`src/hdl/gsm_pkg.sv`:
```
// ----------------------------------------------------------------------------
// gsm_pkg
// Shared types and codes of the generational slot map: operation and status
// codes, and the field write enables of the slot memory.
// ----------------------------------------------------------------------------
package gsm_pkg;

   localparam int OP_BITS     = 2;
   localparam int STATUS_BITS = 2;

   typedef enum logic [OP_BITS-1:0] {
      OP_INSERT = 2'd0,
      OP_ERASE  = 2'd1,
      OP_LOOKUP = 2'd2
   } op_type;

   localparam logic [STATUS_BITS-1:0] STATUS_OK    = 2'd0;
   localparam logic [STATUS_BITS-1:0] STATUS_STALE = 2'd1;
   localparam logic [STATUS_BITS-1:0] STATUS_FULL  = 2'd2;

   // field write enables of one slot memory write
   typedef struct packed {
      logic link_en;   // live flag and link
      logic gen_en;    // generation
   } slot_wr_ctl_type;

endpackage

```
`src/hdl/gsm_slot_mem.sv`:
```
// ----------------------------------------------------------------------------
// gsm_slot_mem
// Per-slot memory: live flag with link (dense position or next free slot)
// and generation, one write port with field enables, one registered read.
// ----------------------------------------------------------------------------
module gsm_slot_mem
   import gsm_pkg::*;
#(
   parameter int DEPTH     = 16,
   parameter int ADDR_BITS = 4,
   parameter int LINK_BITS = 5,
   parameter int GEN_BITS  = 16
) (
   input  logic                 clock,
   input  slot_wr_ctl_type      wr_ctl,
   input  logic [ADDR_BITS-1:0] wr_addr,
   input  logic                 wr_live,
   input  logic [LINK_BITS-1:0] wr_link,
   input  logic [GEN_BITS-1:0]  wr_gen,
   input  logic                 rd_en,
   input  logic [ADDR_BITS-1:0] rd_addr,
   output logic                 rd_live,
   output logic [LINK_BITS-1:0] rd_link,
   output logic [GEN_BITS-1:0]  rd_gen
);

   logic [LINK_BITS:0]   link_mem [DEPTH];
   logic [GEN_BITS-1:0]  gen_mem  [DEPTH];
   logic [LINK_BITS:0]   rd_link_ff;
   logic [GEN_BITS-1:0]  rd_gen_ff;

   always_ff @(posedge clock) begin
      if (wr_ctl.link_en) begin
         link_mem[wr_addr] <= {wr_live, wr_link};
      end
      if (wr_ctl.gen_en) begin
         gen_mem[wr_addr] <= wr_gen;
      end
   end

   always_ff @(posedge clock) begin
      if (rd_en) begin
         rd_link_ff <= link_mem[rd_addr];
         rd_gen_ff  <= gen_mem[rd_addr];
      end
   end

   assign rd_live = rd_link_ff[LINK_BITS];
   assign rd_link = rd_link_ff[LINK_BITS-1:0];
   assign rd_gen  = rd_gen_ff;

endmodule

```
`src/hdl/gsm_dense_mem.sv`:
```
// ----------------------------------------------------------------------------
// gsm_dense_mem
// Dense value store with the owning slot of each entry, one write port and
// one registered read port.
// ----------------------------------------------------------------------------
module gsm_dense_mem
   import gsm_pkg::*;
#(
   parameter int DEPTH      = 16,
   parameter int ADDR_BITS  = 4,
   parameter int VALUE_BITS = 32
) (
   input  logic                  clock,
   input  logic                  wr_en,
   input  logic [ADDR_BITS-1:0]  wr_addr,
   input  logic [VALUE_BITS-1:0] wr_value,
   input  logic [ADDR_BITS-1:0]  wr_owner,
   input  logic                  rd_en,
   input  logic [ADDR_BITS-1:0]  rd_addr,
   output logic [VALUE_BITS-1:0] rd_value,
   output logic [ADDR_BITS-1:0]  rd_owner
);

   logic [VALUE_BITS+ADDR_BITS-1:0] entry_mem [DEPTH];
   logic [VALUE_BITS+ADDR_BITS-1:0] rd_entry_ff;

   always_ff @(posedge clock) begin
      if (wr_en) begin
         entry_mem[wr_addr] <= {wr_value, wr_owner};
      end
   end

   always_ff @(posedge clock) begin
      if (rd_en) begin
         rd_entry_ff <= entry_mem[rd_addr];
      end
   end

   assign rd_value = rd_entry_ff[VALUE_BITS+ADDR_BITS-1:ADDR_BITS];
   assign rd_owner = rd_entry_ff[ADDR_BITS-1:0];

endmodule

```
`src/hdl/generational_slot_map.sv`:
```
// ----------------------------------------------------------------------------
// generational_slot_map
// Slot map with generational keys: insert, erase and lookup over a dense
// value store, a per-slot memory and a free list.
// ----------------------------------------------------------------------------
// Each request word is one operation and gives exactly one response word.
// Insert takes the head of the free list, appends the value to the dense
// store and returns the key (slot, generation); lookup returns the value of a
// live key with matching generation; erase bumps the generation, moves the
// last dense entry into the hole and frees the slot. Words are handled one at
// a time: insert, a miss and an erase of the last dense entry respond from
// ST_EXEC, while a lookup hit and an erase that moves an entry go on to
// ST_FETCH or ST_MOVE, as the slot and dense memories each have a single
// read port (slot read, then a dependent dense read or a second slot write).
// A new request is taken while the previous response still waits. After reset
// the block clears each slot of the slot memory before the first request.
module generational_slot_map
   import gsm_pkg::*;
#(
   parameter int CAPACITY   = 16,
   parameter int VALUE_BITS = 32,
   parameter int GEN_BITS   = 16,
   localparam int IDX_BITS  = $clog2(CAPACITY),
   localparam int LINK_BITS = $clog2(CAPACITY + 1),
   localparam int REQ_USED  = OP_BITS + IDX_BITS + GEN_BITS + VALUE_BITS,
   localparam int REQ_BITS  = ((REQ_USED + 7) / 8) * 8,
   localparam int RSP_USED  = STATUS_BITS + IDX_BITS + GEN_BITS + VALUE_BITS + LINK_BITS,
   localparam int RSP_BITS  = ((RSP_USED + 7) / 8) * 8
) (
   input  logic                clock,
   input  logic                reset,
   input  logic                req_tvalid,
   output logic                req_tready,
   // operation, key_index, key_generation, item_value
   input  logic [REQ_BITS-1:0] req_tdata,
   output logic                rsp_tvalid,
   input  logic                rsp_tready,
   // status, new_key_index, new_key_generation, found_value, live_count
   output logic [RSP_BITS-1:0] rsp_tdata
);

   typedef enum logic [4:0] {
      ST_CLEAR = 5'b00001,
      ST_IDLE  = 5'b00010,
      ST_EXEC  = 5'b00100,
      ST_FETCH = 5'b01000,
      ST_MOVE  = 5'b10000
   } state_type;

   state_type              state_ff, state_in;
   logic [IDX_BITS-1:0]    clear_idx_ff, clear_idx_in;
   logic [LINK_BITS-1:0]   free_head_ff, free_head_in;
   logic [LINK_BITS-1:0]   count_ff, count_in;

   logic [OP_BITS-1:0]     op_ff, op_in;
   logic [IDX_BITS-1:0]    key_index_ff, key_index_in;
   logic [GEN_BITS-1:0]    key_gen_ff, key_gen_in;
   logic [VALUE_BITS-1:0]  value_ff, value_in;

   logic                   rsp_valid_ff, rsp_valid_in;
   logic [STATUS_BITS-1:0] rsp_status_ff, rsp_status_in;
   logic [IDX_BITS-1:0]    rsp_index_ff, rsp_index_in;
   logic [GEN_BITS-1:0]    rsp_gen_ff, rsp_gen_in;
   logic [VALUE_BITS-1:0]  rsp_value_ff, rsp_value_in;
   logic [LINK_BITS-1:0]   rsp_count_ff, rsp_count_in;

   logic [OP_BITS-1:0]     req_op;
   logic [IDX_BITS-1:0]    req_key_index;
   logic [GEN_BITS-1:0]    req_key_gen;
   logic [VALUE_BITS-1:0]  req_value;

   slot_wr_ctl_type        slot_wr_ctl;
   logic [IDX_BITS-1:0]    slot_wr_addr;
   logic                   slot_wr_live;
   logic [LINK_BITS-1:0]   slot_wr_link;
   logic [GEN_BITS-1:0]    slot_wr_gen;
   logic                   slot_rd_en;
   logic [IDX_BITS-1:0]    slot_rd_addr;
   logic                   slot_rd_live;
   logic [LINK_BITS-1:0]   slot_rd_link;
   logic [GEN_BITS-1:0]    slot_rd_gen;

   logic                   dense_wr_en;
   logic [IDX_BITS-1:0]    dense_wr_addr;
   logic [VALUE_BITS-1:0]  dense_wr_value;
   logic [IDX_BITS-1:0]    dense_wr_owner;
   logic                   dense_rd_en;
   logic [IDX_BITS-1:0]    dense_rd_addr;
   logic [VALUE_BITS-1:0]  dense_rd_value;
   logic [IDX_BITS-1:0]    dense_rd_owner;

   logic                   req_accept;
   logic                   out_free;
   logic                   key_match;
   logic [LINK_BITS-1:0]   last_pos;

   assign req_op        = req_tdata[OP_BITS-1:0];
   assign req_key_index = req_tdata[OP_BITS +: IDX_BITS];
   assign req_key_gen   = req_tdata[OP_BITS+IDX_BITS +: GEN_BITS];
   assign req_value     = req_tdata[OP_BITS+IDX_BITS+GEN_BITS +: VALUE_BITS];

   assign req_tready = (state_ff == ST_IDLE);
   assign req_accept = req_tvalid && req_tready;
   assign out_free   = !rsp_valid_ff || rsp_tready;
   assign last_pos   = count_ff - LINK_BITS'(1);

   assign key_match = (LINK_BITS'(key_index_ff) < LINK_BITS'(CAPACITY))
                      && slot_rd_live && (slot_rd_gen == key_gen_ff);

   always_comb begin
      state_in       = state_ff;
      clear_idx_in   = clear_idx_ff;
      free_head_in   = free_head_ff;
      count_in       = count_ff;
      op_in          = op_ff;
      key_index_in   = key_index_ff;
      key_gen_in     = key_gen_ff;
      value_in       = value_ff;
      rsp_valid_in   = rsp_valid_ff && !rsp_tready;
      rsp_status_in  = rsp_status_ff;
      rsp_index_in   = rsp_index_ff;
      rsp_gen_in     = rsp_gen_ff;
      rsp_value_in   = rsp_value_ff;
      rsp_count_in   = rsp_count_ff;

      slot_wr_ctl    = '0;
      slot_wr_addr   = key_index_ff;
      slot_wr_live   = 1'b0;
      slot_wr_link   = free_head_ff;
      slot_wr_gen    = slot_rd_gen + GEN_BITS'(1);
      slot_rd_en     = 1'b0;
      slot_rd_addr   = req_key_index;
      dense_wr_en    = 1'b0;
      dense_wr_addr  = slot_rd_link[IDX_BITS-1:0];
      dense_wr_value = dense_rd_value;
      dense_wr_owner = dense_rd_owner;
      dense_rd_en    = 1'b0;
      dense_rd_addr  = last_pos[IDX_BITS-1:0];

      case (state_ff)
         ST_CLEAR: begin
            slot_wr_ctl.link_en = 1'b1;
            slot_wr_ctl.gen_en  = 1'b1;
            slot_wr_addr        = clear_idx_ff;
            slot_wr_live        = 1'b0;
            slot_wr_link        = LINK_BITS'(clear_idx_ff) + LINK_BITS'(1);
            slot_wr_gen         = '0;
            clear_idx_in        = clear_idx_ff + IDX_BITS'(1);
            if (LINK_BITS'(clear_idx_ff) == LINK_BITS'(CAPACITY - 1)) begin
               state_in = ST_IDLE;
            end
         end
         ST_IDLE: begin
            if (req_accept) begin
               op_in        = req_op;
               key_index_in = req_key_index;
               key_gen_in   = req_key_gen;
               value_in     = req_value;
               slot_rd_en   = 1'b1;
               slot_rd_addr = (req_op == OP_INSERT) ? free_head_ff[IDX_BITS-1:0]
                                                    : req_key_index;
               dense_rd_en  = 1'b1;
               state_in     = ST_EXEC;
            end
         end
         ST_EXEC: begin
            if (out_free) begin
               rsp_status_in = STATUS_STALE;
               rsp_index_in  = '0;
               rsp_gen_in    = '0;
               rsp_value_in  = '0;
               rsp_valid_in  = 1'b1;
               state_in      = ST_IDLE;
               case (op_ff)
                  OP_INSERT: begin
                     if (count_ff == LINK_BITS'(CAPACITY)) begin
                        rsp_status_in = STATUS_FULL;
                     end else begin
                        slot_wr_ctl.link_en = 1'b1;
                        slot_wr_addr        = free_head_ff[IDX_BITS-1:0];
                        slot_wr_live        = 1'b1;
                        slot_wr_link        = count_ff;
                        dense_wr_en         = 1'b1;
                        dense_wr_addr       = count_ff[IDX_BITS-1:0];
                        dense_wr_value      = value_ff;
                        dense_wr_owner      = free_head_ff[IDX_BITS-1:0];
                        free_head_in        = slot_rd_link;
                        count_in            = count_ff + LINK_BITS'(1);
                        rsp_status_in       = STATUS_OK;
                        rsp_index_in        = free_head_ff[IDX_BITS-1:0];
                        rsp_gen_in          = slot_rd_gen;
                     end
                  end
                  OP_ERASE: begin
                     if (key_match) begin
                        slot_wr_ctl.link_en = 1'b1;
                        slot_wr_ctl.gen_en  = 1'b1;
                        slot_wr_live        = 1'b0;
                        free_head_in        = LINK_BITS'(key_index_ff);
                        count_in            = last_pos;
                        rsp_status_in       = STATUS_OK;
                        if (slot_rd_link != last_pos) begin
                           dense_wr_en  = 1'b1;
                           rsp_valid_in = rsp_valid_ff && !rsp_tready;
                           state_in     = ST_MOVE;
                        end
                     end
                  end
                  OP_LOOKUP: begin
                     if (key_match) begin
                        dense_rd_en   = 1'b1;
                        dense_rd_addr = slot_rd_link[IDX_BITS-1:0];
                        rsp_valid_in  = rsp_valid_ff && !rsp_tready;
                        state_in      = ST_FETCH;
                     end
                  end
                  default: begin
                     rsp_status_in = STATUS_STALE;
                  end
               endcase
               rsp_count_in = count_in;
            end
         end
         ST_FETCH: begin
            if (out_free) begin
               rsp_status_in = STATUS_OK;
               rsp_value_in  = dense_rd_value;
               rsp_count_in  = count_ff;
               rsp_valid_in  = 1'b1;
               state_in      = ST_IDLE;
            end
         end
         ST_MOVE: begin
            if (out_free) begin
               slot_wr_ctl.link_en = 1'b1;
               slot_wr_addr        = dense_rd_owner;
               slot_wr_live        = 1'b1;
               slot_wr_link        = slot_rd_link;
               rsp_count_in        = count_ff;
               rsp_valid_in        = 1'b1;
               state_in            = ST_IDLE;
            end
         end
         default: begin
            state_in = ST_CLEAR;
         end
      endcase
   end

   always_ff @(posedge clock) begin
      if (reset) begin
         state_ff     <= ST_CLEAR;
         clear_idx_ff <= '0;
         free_head_ff <= '0;
         count_ff     <= '0;
         rsp_valid_ff <= 1'b0;
      end else begin
         state_ff     <= state_in;
         clear_idx_ff <= clear_idx_in;
         free_head_ff <= free_head_in;
         count_ff     <= count_in;
         rsp_valid_ff <= rsp_valid_in;
      end
   end

   always_ff @(posedge clock) begin
      op_ff         <= op_in;
      key_index_ff  <= key_index_in;
      key_gen_ff    <= key_gen_in;
      value_ff      <= value_in;
      rsp_status_ff <= rsp_status_in;
      rsp_index_ff  <= rsp_index_in;
      rsp_gen_ff    <= rsp_gen_in;
      rsp_value_ff  <= rsp_value_in;
      rsp_count_ff  <= rsp_count_in;
   end

   gsm_slot_mem #(
      .DEPTH     (CAPACITY),
      .ADDR_BITS (IDX_BITS),
      .LINK_BITS (LINK_BITS),
      .GEN_BITS  (GEN_BITS)
   ) u_slot_mem (
      .clock   (clock),
      .wr_ctl  (slot_wr_ctl),
      .wr_addr (slot_wr_addr),
      .wr_live (slot_wr_live),
      .wr_link (slot_wr_link),
      .wr_gen  (slot_wr_gen),
      .rd_en   (slot_rd_en),
      .rd_addr (slot_rd_addr),
      .rd_live (slot_rd_live),
      .rd_link (slot_rd_link),
      .rd_gen  (slot_rd_gen)
   );

   gsm_dense_mem #(
      .DEPTH      (CAPACITY),
      .ADDR_BITS  (IDX_BITS),
      .VALUE_BITS (VALUE_BITS)
   ) u_dense_mem (
      .clock    (clock),
      .wr_en    (dense_wr_en),
      .wr_addr  (dense_wr_addr),
      .wr_value (dense_wr_value),
      .wr_owner (dense_wr_owner),
      .rd_en    (dense_rd_en),
      .rd_addr  (dense_rd_addr),
      .rd_value (dense_rd_value),
      .rd_owner (dense_rd_owner)
   );

   assign rsp_tvalid = rsp_valid_ff;
   assign rsp_tdata  = RSP_BITS'({rsp_count_ff, rsp_value_ff, rsp_gen_ff,
                                  rsp_index_ff, rsp_status_ff});

   a_count_bound: assert property (@(posedge clock) disable iff (reset)
      count_ff <= LINK_BITS'(CAPACITY))
      else $error("stored count above capacity");

   a_free_list_empty_when_full: assert property (@(posedge clock) disable iff (reset)
      (state_ff != ST_CLEAR) |->
         ((free_head_ff == LINK_BITS'(CAPACITY)) == (count_ff == LINK_BITS'(CAPACITY))))
      else $error("free list and stored count disagree");

   a_accept_to_exec: assert property (@(posedge clock) disable iff (reset)
      req_accept |=> (state_ff == ST_EXEC))
      else $error("accepted word not executed");

   a_full_reports_capacity: assert property (@(posedge clock) disable iff (reset)
      (rsp_valid_ff && (rsp_status_ff == STATUS_FULL)) |->
         (rsp_count_ff == LINK_BITS'(CAPACITY)))
      else $error("full status below capacity");

endmodule
```
`config.mk`:
```
export PLATFORM = sky130hd
export DESIGN_NAME = generational_slot_map
export DESIGN_NICKNAME = d
export VERILOG_FILES = /design/src/hdl/gsm_pkg.sv /design/src/hdl/gsm_slot_mem.sv /design/src/hdl/gsm_dense_mem.sv /design/src/hdl/generational_slot_map.sv
export SDC_FILE = /design/constraint.sdc
export NUM_CORES = 1
export LEC_CHECK = 0
export BUFFER_PORTS_ARGS = -buffer_cell sky130_fd_sc_hd__buf_2
export CORE_ASPECT_RATIO = 1.5
export CORE_MARGIN = 2
export CORE_UTILIZATION = 30
export CTS_BUF_LIST = sky130_fd_sc_hd__clkbuf_2
export DETAILED_ROUTE_END_ITERATION = 10
export PLACE_DENSITY = 0.46
export SYNTH_ARGS = -nofsm -noshare
export SYNTH_HDL_FRONTEND = slang
export SYNTH_HIERARCHICAL = 1
export SYNTH_SLANG_ARGS = --single-unit
```
`constraint.sdc`:
```
create_clock -name clock -period 7.33 [get_ports clock]
set_input_delay 1.0995 -clock clock [delete_from_list [all_inputs] [get_ports clock]]
set_output_delay 1.0995 -clock clock [all_outputs]
set_load 0.05 [all_outputs]
```
==> results of run 1 <==
sequential cells by signal, indices dropped and copies added (netlist names), 6 cells and up:
| register | flops |
|---|---|
| key_gen_ff | 16 |
| rsp_gen_ff | 16 |
| rsp_value_ff | 32 |
| u_dense_mem/entry_mem | 576 |
| u_dense_mem/rd_entry_ff | 36 |
| u_slot_mem/gen_mem | 256 |
| u_slot_mem/link_mem | 96 |
| u_slot_mem/rd_gen | 16 |
| u_slot_mem/rd_link_ff | 6 |
| value_ff | 32 |
cells in the final DEF, fill, tap and decap left out, types with 5 or more instances in the layout:
master,n
nand3_1,26
dlygate4sd3_1,79
buf_2,118
clkbuf_2,400
xnor2_1,29
nor2_1,51
or3_1,6
nor3_2,5
a22oi_1,101
mux4_2,232
nor2_4,22
a22oi_2,20
a21oi_1,19
clkinv_1,50
and2_1,56
nand2b_1,6
ha_1,7
buf_4,53
conb_1,5
edfxtp_1,1099
nand4_1,9
o21ai_0,15
mux2i_1,5
clkinv_2,7
xor2_1,16
dfxtp_1,20
inv_1,13
nor2_2,9
nand2_1,209
nor2b_1,5
buf_12,6
worst register-to-register path, cell delays in order, from the launching register on:
cell      delay, ps
dfxtp_1         420
or4b_4          580
or3_1           600
clkinv_8        260
nand2_2         100
buf_4           250
o21ai_0         910
nand2_1         520
nor2_4          830
buf_4           430
power groups by stage:
stage	Combinational (W)	Sequential, W	Clock [W]
after global placement	0.000251	0.00714	0
after CTS	0.000290	0.00699	0.00420
after floorplan	0.000163	0.00714	0
after detailed placement	0.000256	0.00714	0
final	0.000282	0.00699	0.00400
after global routing	0.000304	0.00700	0.00450
per-layer routing:
metal | track usage [%] | vias to the layer above | share of wire [%]
met5 | 0 | - | 0.011
met1 | 19.5 | 12000 | 42
met3 | 3.20 | 187 | 4.7
met2 | 26.5 | 739 | 51
met4 | 5.32 | 2 | 2.2
li1 | - | 9850 | -
cells by family after synthesis:
| group | Yosys count | synth area share, % |
|---|---|---|
| XOR/XNOR | 46 | 0.957 |
| AND/OR/NAND/NOR | 441 | 4.70 |
| adder cells (fa/ha/maj) | 7 | 0.201 |
| other | 1 | 0.00861 |
| flip-flops | 1119 | 76.7 |
| AO/OA/AOI/OAI | 193 | 3.48 |
| buffers and inverters | 134 | 1.68 |
| multiplexers | 244 | 12.3 |
worst paths after layout:
| path | startpoint | endpoint | slack, ps |
|---|---|---|---|
| setup / recovery | state_ff[3] | u_dense_mem/entry_mem[7][15] | 2030 |
| hold reg to reg | free_head_ff[4] | free_head_ff[4] | 500 |
| hold / removal | req_tdata[43] | value_ff[21] | 300 |
| setup reg to reg | state_ff[3] | u_dense_mem/entry_mem[7][15] | 2030 |
per-stage QoR:
stage                     cells  setup slack, ps  power [W]
after floorplan            2189             1460    0.00730
after global placement     4150             1660    0.00739
after detailed placement   4150             1560    0.00740
after CTS                  4693             2000     0.0115
after global routing       4695             1870     0.0118
final                      4696             2030     0.0113
cell type report:
class / instances / area (um^2) / share of cell area (%)
Timing Repair Buffer: 256 / 1900 / 3.81
Clock inverter: 64 / 328 / 0.658
Sequential cell: 1119 / 33400 / 67.0
Tap cell: 1903 / 2380 / 4.78
Antenna cell: 3 / 7.51 / 0.0151
Multi-Input combinational cell: 936 / 9730 / 19.5
Inverter: 15 / 71.3 / 0.143
Clock buffer: 400 / 2000 / 4.02
==> impl_metrics.json, run 1 <==
{
  "tns_ps": 0,
  "crit_chain": "or4b_4 -> or3_1 -> clkinv_8 -> nand2_2 -> buf_4 -> o21ai_0 -> nand2_1 -> nor2_4 -> buf_4",
  "critical-path-top-delay-family": "simple AND/OR/NAND/NOR gates",
  "postSynthCellCount": 2185,
  "dr.pass1.iters": 5,
  "power-per-cell-area_mw_per_mm2": 226,
  "antenna_found_initial": 7,
  "yosys_warnings": 6,
  "tritoncts": "done",
  "worstRegToRegCells": 9,
  "clkLatencyLatePin_ps": 1570,
  "grt_first_pass_wirelength_mm": 166,
  "drt_iter0_drc": 1737,
  "ir_worst_vdd_v": 0.000127,
  "fmax_mhz": 189,
  "fin_crit_sh_pct": 72.3,
  "cts.sinks": 1119,
  "num-nets-final": 2687,
  "place_hpwl_mm": 63.1,
  "ys_seq_elements": 1119,
  "fin_area_mm2": 0.0498,
  "finalCriticalPeriod_ps": 5300,
  "core_area_mm2": 0.144,
  "p_sw_share_pct": 23.2,
  "area_delta_synth_final_pct": 14.4,
  "io_pins": 126,
  "rows": 171,
  "postCtsHoldBufs": 79,
  "setup_viol": 0,
  "cts_setup_buffers": 0,
  "fp.dieW_um": 315,
  "ant_nets": 0,
  "power_frac_seq_pct": 62.0,
  "crit_path_max_incr_delay_ps": 910,
  "async_flop_share_pct": 0,
  "yosysTopAreaCellShare_pct": 75.8,
  "yosysUniqueCellTypes": 67,
  "start_kind": "flip-flop",
  "finalHoldViolations": 0,
  "cp_num_buf_inv": 3,
  "dpl_cell_area_mm2": 0.0467,
  "grt_pass1_vias": 24700,
  "grt_max_degree": 65,
  "layout-drive-gt1-share_pct": 32.8,
  "wl_mm": 115,
  "p_leak_nw": 16.6,
  "hold_slack_ps": 301,
  "syn_area_mm2": 0.0436,
  "rsz0062_at_grt": "no",
  "synth_flop_cell": "edfxtp_1",
  "synth_edf_count": 1099,
  "seq_area_frac_synth_pct": 76.7,
  "hold_depth": 2,
  "fp.dieArea_mm2": 0.148,
  "grt_use_total_pct": 15.5,
  "syn_area_per_cell_um2": 19.9,
  "critPathKind": "flip-flop to flip-flop",
  "crit_fanout": 28,
  "overflow": 0,
  "synth.largest_area_cell": "edfxtp_1",
  "p_clk_share_pct": 35.5,
  "fin_worst_skew_ps": 124,
  "clockBufferDepth": 4,
  "nFillCells": 13800,
  "slowest_stage": "o21ai_0",
  "cts_buffers": 292,
  "port_buffers": 118,
  "p_int_w": 0.00866,
  "crit_arrival_ps": 6390,
  "ctsHtreeMaxLevel": 5,
  "gp_congestion": 0.768,
  "relSlewSlack_pct": 23.1,
  "initial_core_util_pct": 30.2,
  "status": "finished, final reports clean",
  "hold_path_class": "input port to flip-flop",
  "ctsResizeCount": 0,
  "cp-end-kind": "flip-flop",
  "postLayoutCoreUtil_pct": 34.5,
  "final_max_slew_viol_count": 0,
  "tightest_slew_ps": 1150,
  "vias_per_cell": 4.85,
  "via_count": 22800,
  "synth_common_cells": "1099 x edfxtp_1, 232 x mux4_2, 211 x nand2_1",
  "required_ps": 8420,
  "dieHeight_um": 471,
  "path_common_cell": "buf_4",
  "avgRoutedWirePerCell_um": 24.5,
  "clk_pin_slew_ps": 90,
  "synth.area.top_cells": "edfxtp_1 76%, mux4_2 12%, nand2_1 1.8%",
  "yosysMostFrequentCell": "edfxtp_1",
  "crit_cells": 9,
  "root_buffer": "clkbuf_2",
  "maxCapViolations": 0,
  "comb_power_share_pct": 2.5,
  "p_switching_w": 0.00262,
  "drc_errors": 0
}
No activity file was read; power rests on OpenSTA's default activity.
==> run 2: changes to the inputs <==
- clock period: 7.33 -> 5.1 ns (I/O delays scaled with it)
==> impl_metrics.json, run 2 (synthesized netlist as in run 1, its figures left out) <==
{
  "finalCriticalPeriod_ps": 4320,
  "grt_pass1_vias": 25100,
  "max_flop_register": "u_dense_mem/entry_mem",
  "p_int_w": 0.0124,
  "status": "finished, final reports clean",
  "tritoncts": "done",
  "hold_slack_ps": 323,
  "crit_chain": "xnor2_1 -> nand4_1 -> nor2_1 -> buf_4 -> and2_1 -> nand3_1 -> mux2_8 -> buf_12 -> buf_4 -> mux4_2 -> a22oi_1 -> nand2_1",
  "cts_buffers": 295,
  "place_hpwl_mm": 64.7,
  "path_common_cell": "buf_4",
  "crit_cells": 12,
  "required_ps": 6290,
  "p_clk_share_pct": 35.5,
  "wl_mm": 114,
  "comb_power_share_pct": 2.7,
  "cp_num_buf_inv": 3,
  "slowest_stage": "mux4_2",
  "p_leak_nw": 17.0,
  "seq_area_mm2": 0.0334,
  "crit_arrival_ps": 5510,
  "maxCapViolations": 0,
  "crit_path_max_incr_delay_ps": 540,
  "start_kind": "flip-flop",
  "fin_crit_sh_pct": 84.8,
  "worstRegToRegCells": 12,
  "root_buffer": "clkbuf_2",
  "tightest_slew_ps": 1160,
  "cts.sinks": 1119,
  "ctsHtreeMaxLevel": 5,
  "via_count": 23000,
  "final_cell_mix": "1099 x edfxtp_1, 398 x clkbuf_2, 232 x mux4_2, 209 x nand2_1, 118 x buf_2",
  "p_switching_w": 0.00383,
  "cts_setup_buffers": 0,
  "power_w": 0.0163,
  "critPathKind": "flip-flop to flip-flop",
  "fp.dieArea_mm2": 0.148,
  "layout.cells.most_common": "edfxtp_1",
  "largest_reg_flops": 576,
  "num-nets-final": 2756,
  "cp-end-kind": "flip-flop",
  "clk_pin_slew_ps": 130,
  "antenna_found_initial": 7,
  "p_sw_share_pct": 23.6,
  "dr.pass1.iters": 6,
  "fp.dieW_um": 315,
  "multi_input_area_mm2": 0.00970,
  "postCtsHoldBufs": 112,
  "drc_errors": 0,
  "regToRegStartpoint": "u_slot_mem/rd_gen[12]",
  "power-per-cell-area_mw_per_mm2": 321,
  "nFillCells": 13800,
  "core_area_mm2": 0.144,
  "rows": 171,
  "ant_nets": 0,
  "port_buffers": 118,
  "overflow": 0,
  "r2r_end": "u_dense_mem/rd_entry_ff[13]",
  "power_frac_seq_pct": 61.8,
  "io_pins": 126,
  "hold_path_class": "input port to flip-flop",
  "gp_congestion": 0.756,
  "avgRoutedWirePerCell_um": 23.9,
  "ctsResizeCount": 0,
  "finalHoldViolations": 0,
  "grt_max_degree": 42,
  "ir_worst_vdd_v": 0.000187,
  "final_max_slew_viol_count": 0,
  "top_regs": "u_dense_mem/entry_mem (576), u_slot_mem/gen_mem (256), u_slot_mem/link_mem (96)",
  "clockBufferDepth": 4,
  "relSlewSlack_pct": 22.4,
  "fin_worst_skew_ps": 183,
  "reg2reg_slack_ps": 780,
  "area_delta_synth_final_pct": 16.3,
  "layout-drive-gt1-share_pct": 33.2,
  "setup_viol": 0,
  "initial_core_util_pct": 30.2,
  "crit_fanout": 28,
  "dieHeight_um": 471,
  "vias_per_cell": 4.82,
  "grt_first_pass_wirelength_mm": 166,
  "drt_iter0_drc": 1774,
  "clkLatencyLatePin_ps": 1570,
  "fmax_mhz": 231,
  "critical-path-top-delay-family": "simple AND/OR/NAND/NOR gates",
  "startpoint": "u_slot_mem/rd_gen[12]",
  "rsz0062_at_grt": "no",
  "endpoint": "u_dense_mem/rd_entry_ff[13]",
  "grt_use_total_pct": 15.4
}
[run 2: changes by cell type in the layout (fill, tap and decap cells not counted), moves of 2 or more]
cell,change
dlygate4sd3_1,+33
buf_12,+21
buf_4,+12
nor2_2,+7
nor2_4,-7
clkinv_2,+6
clkinv_1,+4
diode_2,+3
inv_2,+3
clkbuf_2,-2
[run 2: routing by layer]
| metal | vias to the layer above | GRT usage (%) | wire (um) |
|---|---|---|---|
| li1 | 9992 | - | - |
| met1 | 12100 | 18.8 | 46200 |
| met2 | 748 | 26.7 | 59000 |
| met3 | 210 | 3.37 | 5970 |
| met4 | 2 | 5.66 | 2860 |
| met5 | - | 0 | 13 |
[run 2: worst reg2reg max path, stage by stage, from the launching register on]
cell and delay [ps]:
edfxtp_1 530, xnor2_1 180, nand4_1 340, nor2_1 200, buf_4 180, and2_1 170, nand3_1 380, mux2_8 480
buf_12 270, buf_4 370, mux4_2 550, a22oi_1 190, nand2_1 100
[run 2: cell type report]
class                           instances  area share [%]
Multi-Input combinational cell        936            19.2
Clock inverter                         76           0.699
Sequential cell                      1119            65.9
Inverter                               15           0.141
Tap cell                             1903            4.70
Clock buffer                          398            3.93
Antenna cell                            6          0.0296
Timing Repair Buffer                  322            5.41
[run 2: per-stage QoR]
stage,util (%),area [um^2],setup slack [ps],cells,TNS [ps]
detailed placement,32.7,47200,660,4183,0
finish,35.1,50700,777,4775,0
floorplan,-,43600,-152,2189,-17020
global route,35.1,50600,493,4771,0
global placement,32.7,47200,661,4183,0
CTS,35.1,50600,620,4769,0
[run 2: how the worst min path moves through the flow]
stage                     slack [ps]              end            start  depth (start not counted)
after floorplan                  450  free_head_ff[4]  free_head_ff[4]                          2
after global placement           470  free_head_ff[4]  free_head_ff[4]                          2
after detailed placement         470  free_head_ff[4]  free_head_ff[4]                          2
after CTS                         20  free_head_ff[4]            reset                          3
after global routing             150  free_head_ff[4]            reset                          3
final                            320  free_head_ff[4]            reset                          3
[run 2: power groups by stage]
stage | combinational, W | sequential (W) | clock, W
final | 0.000432 | 0.0101 | 0.00577
after global routing | 0.000462 | 0.0101 | 0.00650
after CTS | 0.000441 | 0.0101 | 0.00608
after detailed placement | 0.000372 | 0.0103 | 0
after global placement | 0.000367 | 0.0103 | 0
after floorplan | 0.000234 | 0.0103 | 0
==> run 3: changes to the inputs <==
- PLACE_DENSITY: 0.46 -> 0.48
- clock period: 5.1 -> 3.6 ns (I/O delays scaled with it)
==> impl_metrics.json, run 3 (synthesized netlist as in run 1, its figures left out) <==
{
  "initial_core_util_pct": 30.2,
  "layout-drive-gt1-share_pct": 34.7,
  "fmax_mhz": 289,
  "cp-end-kind": "flip-flop",
  "num-nets-final": 2908,
  "cts.sinks": 1119,
  "wl_mm": 116,
  "root_buffer": "clkbuf_2",
  "critPathKind": "flip-flop to flip-flop",
  "grt_first_pass_wirelength_mm": 168,
  "maxCapViolations": 0,
  "drt_iter0_drc": 1650,
  "power-per-cell-area_mw_per_mm2": 443,
  "rows": 171,
  "overflow": 0,
  "drc_errors": 0,
  "via_count": 23400,
  "layout.cells.most_common": "edfxtp_1",
  "tritoncts": "done",
  "fin_worst_skew_ps": 263,
  "gp_congestion": 0.860,
  "start_kind": "flip-flop",
  "required_ps": 4790,
  "io_pins": 126,
  "finalCriticalPeriod_ps": 3460,
  "dr.pass1.iters": 5,
  "fin_crit_sh_pct": 96.2,
  "area_delta_synth_final_pct": 20.4,
  "grt_max_degree": 46,
  "largest_reg_flops": 576,
  "status": "finished, final reports clean",
  "hold_path_class": "input port to flip-flop",
  "dieHeight_um": 471,
  "cts_buffers": 288,
  "relSlewSlack_pct": 21.9,
  "fp.dieArea_mm2": 0.148,
  "fp.dieW_um": 315,
  "dpl_cell_area_mm2": 0.0483,
  "place_hpwl_mm": 69.3,
  "crit_arrival_ps": 4660,
  "core_area_mm2": 0.144,
  "top_regs": "u_dense_mem/entry_mem (576), u_slot_mem/gen_mem (256), u_slot_mem/link_mem (96)",
  "ctsHtreeMaxLevel": 5,
  "fin_area_mm2": 0.0524,
  "vias_per_cell": 4.76,
  "ir_worst_vdd_v": 0.000271,
  "crit_fanout": 20,
  "final_max_slew_viol_count": 0,
  "clockBufferDepth": 4,
  "setup_viol": 0,
  "tightest_slew_ps": 1170,
  "reg2reg_slack_ps": 140,
  "port_buffers": 118,
  "grt_use_total_pct": 15.6,
  "p_leak_nw": 17.9,
  "final_cell_mix": "1099 x edfxtp_1, 398 x clkbuf_2, 232 x mux4_2, 209 x nand2_1, 158 x dlygate4sd3_1",
  "hold_slack_ps": 263,
  "ant_nets": 0,
  "rsz0062_at_grt": "yes",
  "grt_pass1_vias": 26000,
  "tns_ps": 0,
  "finalHoldViolations": 0,
  "max_flop_register": "u_dense_mem/entry_mem",
  "power_w": 0.0232,
  "avgRoutedWirePerCell_um": 23.4,
  "clk_pin_slew_ps": 120,
  "antenna_found_initial": 4,
  "clkLatencyLatePin_ps": 1660
}
==> run 3: where the power goes <==
| group | internal [W] | switching (W) | total, W |
|---|---|---|---|
| sequential | 0.0142 | 0.0000247 | 0.0142 |
| clock | 0.00324 | 0.00504 | 0.00827 |
| combinational | 0.000345 | 0.000363 | 0.000708 |
| total | 0.0178 | 0.00543 | 0.0232 |
==> run 3: path summary, 6_finish.rpt <==
check | startpoint | to | depth (start not counted)
min | req_tdata[16] | key_gen_ff[10] | 3
max reg2reg | u_slot_mem/rd_gen[7] | u_dense_mem/rd_entry_ff[31] | 10
min reg2reg | free_head_ff[4] | free_head_ff[4] | 2
max | u_slot_mem/rd_gen[7] | u_dense_mem/rd_entry_ff[31] | 10
==> run 3: layout make-up <==
class | count | area [um^2]
antenna | 4 | 10.0
clock buffer | 398 | 1990
clock inverter | 73 | 392
fill | 13600 | 92000
inverter | 15 | 71.3
multi-input combinational | 936 | 9720
sequential | 1119 | 33400
tap | 1903 | 2380
timing repair buffer | 481 | 4460
==> run 3: per-layer routing <==
metal / vias up / GRT usage (%) / share of wire (%)
li1: 10300 / - / -
met2: 785 / 27.6 / 53
met4: 2 / 6.39 / 3.1
met5: - / 0 / 0.011
met1: 12100 / 18.0 / 39
met3: 226 / 3.63 / 5.2
==> run 3: worst max-delay path: stages (launching register included) <==
cell and delay, ps:
edfxtp_1 450, xnor2_1 180, nand4_1 140, nor3_2 300
and2_4 240, nand3_4 120, mux2_8 420, buf_12 240
mux4_2 530, a22oi_1 240, nand2_1 90
==> run 3: through the flow <==
stage	std cells	util, %	worst slack (ps)
floorplan	2189	-	-917
global placement	4288	33.4	-27.1
detailed placement	4288	33.4	-84.4
CTS	4918	36.2	4.45
global route	4929	36.3	-27.3
finish	4929	36.3	135
==> run 3: timing repair <==
action / 4_1_cts / 5_1_grt
pin swaps: 2 / 2
gates cloned: 0 / 2
gates resized for setup: 5 / 12
hold buffers: 158 / 0
buffers inserted: 1 / 5
endpoints found under the setup margin: 122 / 318
hold endpoints to repair: 308 / 0
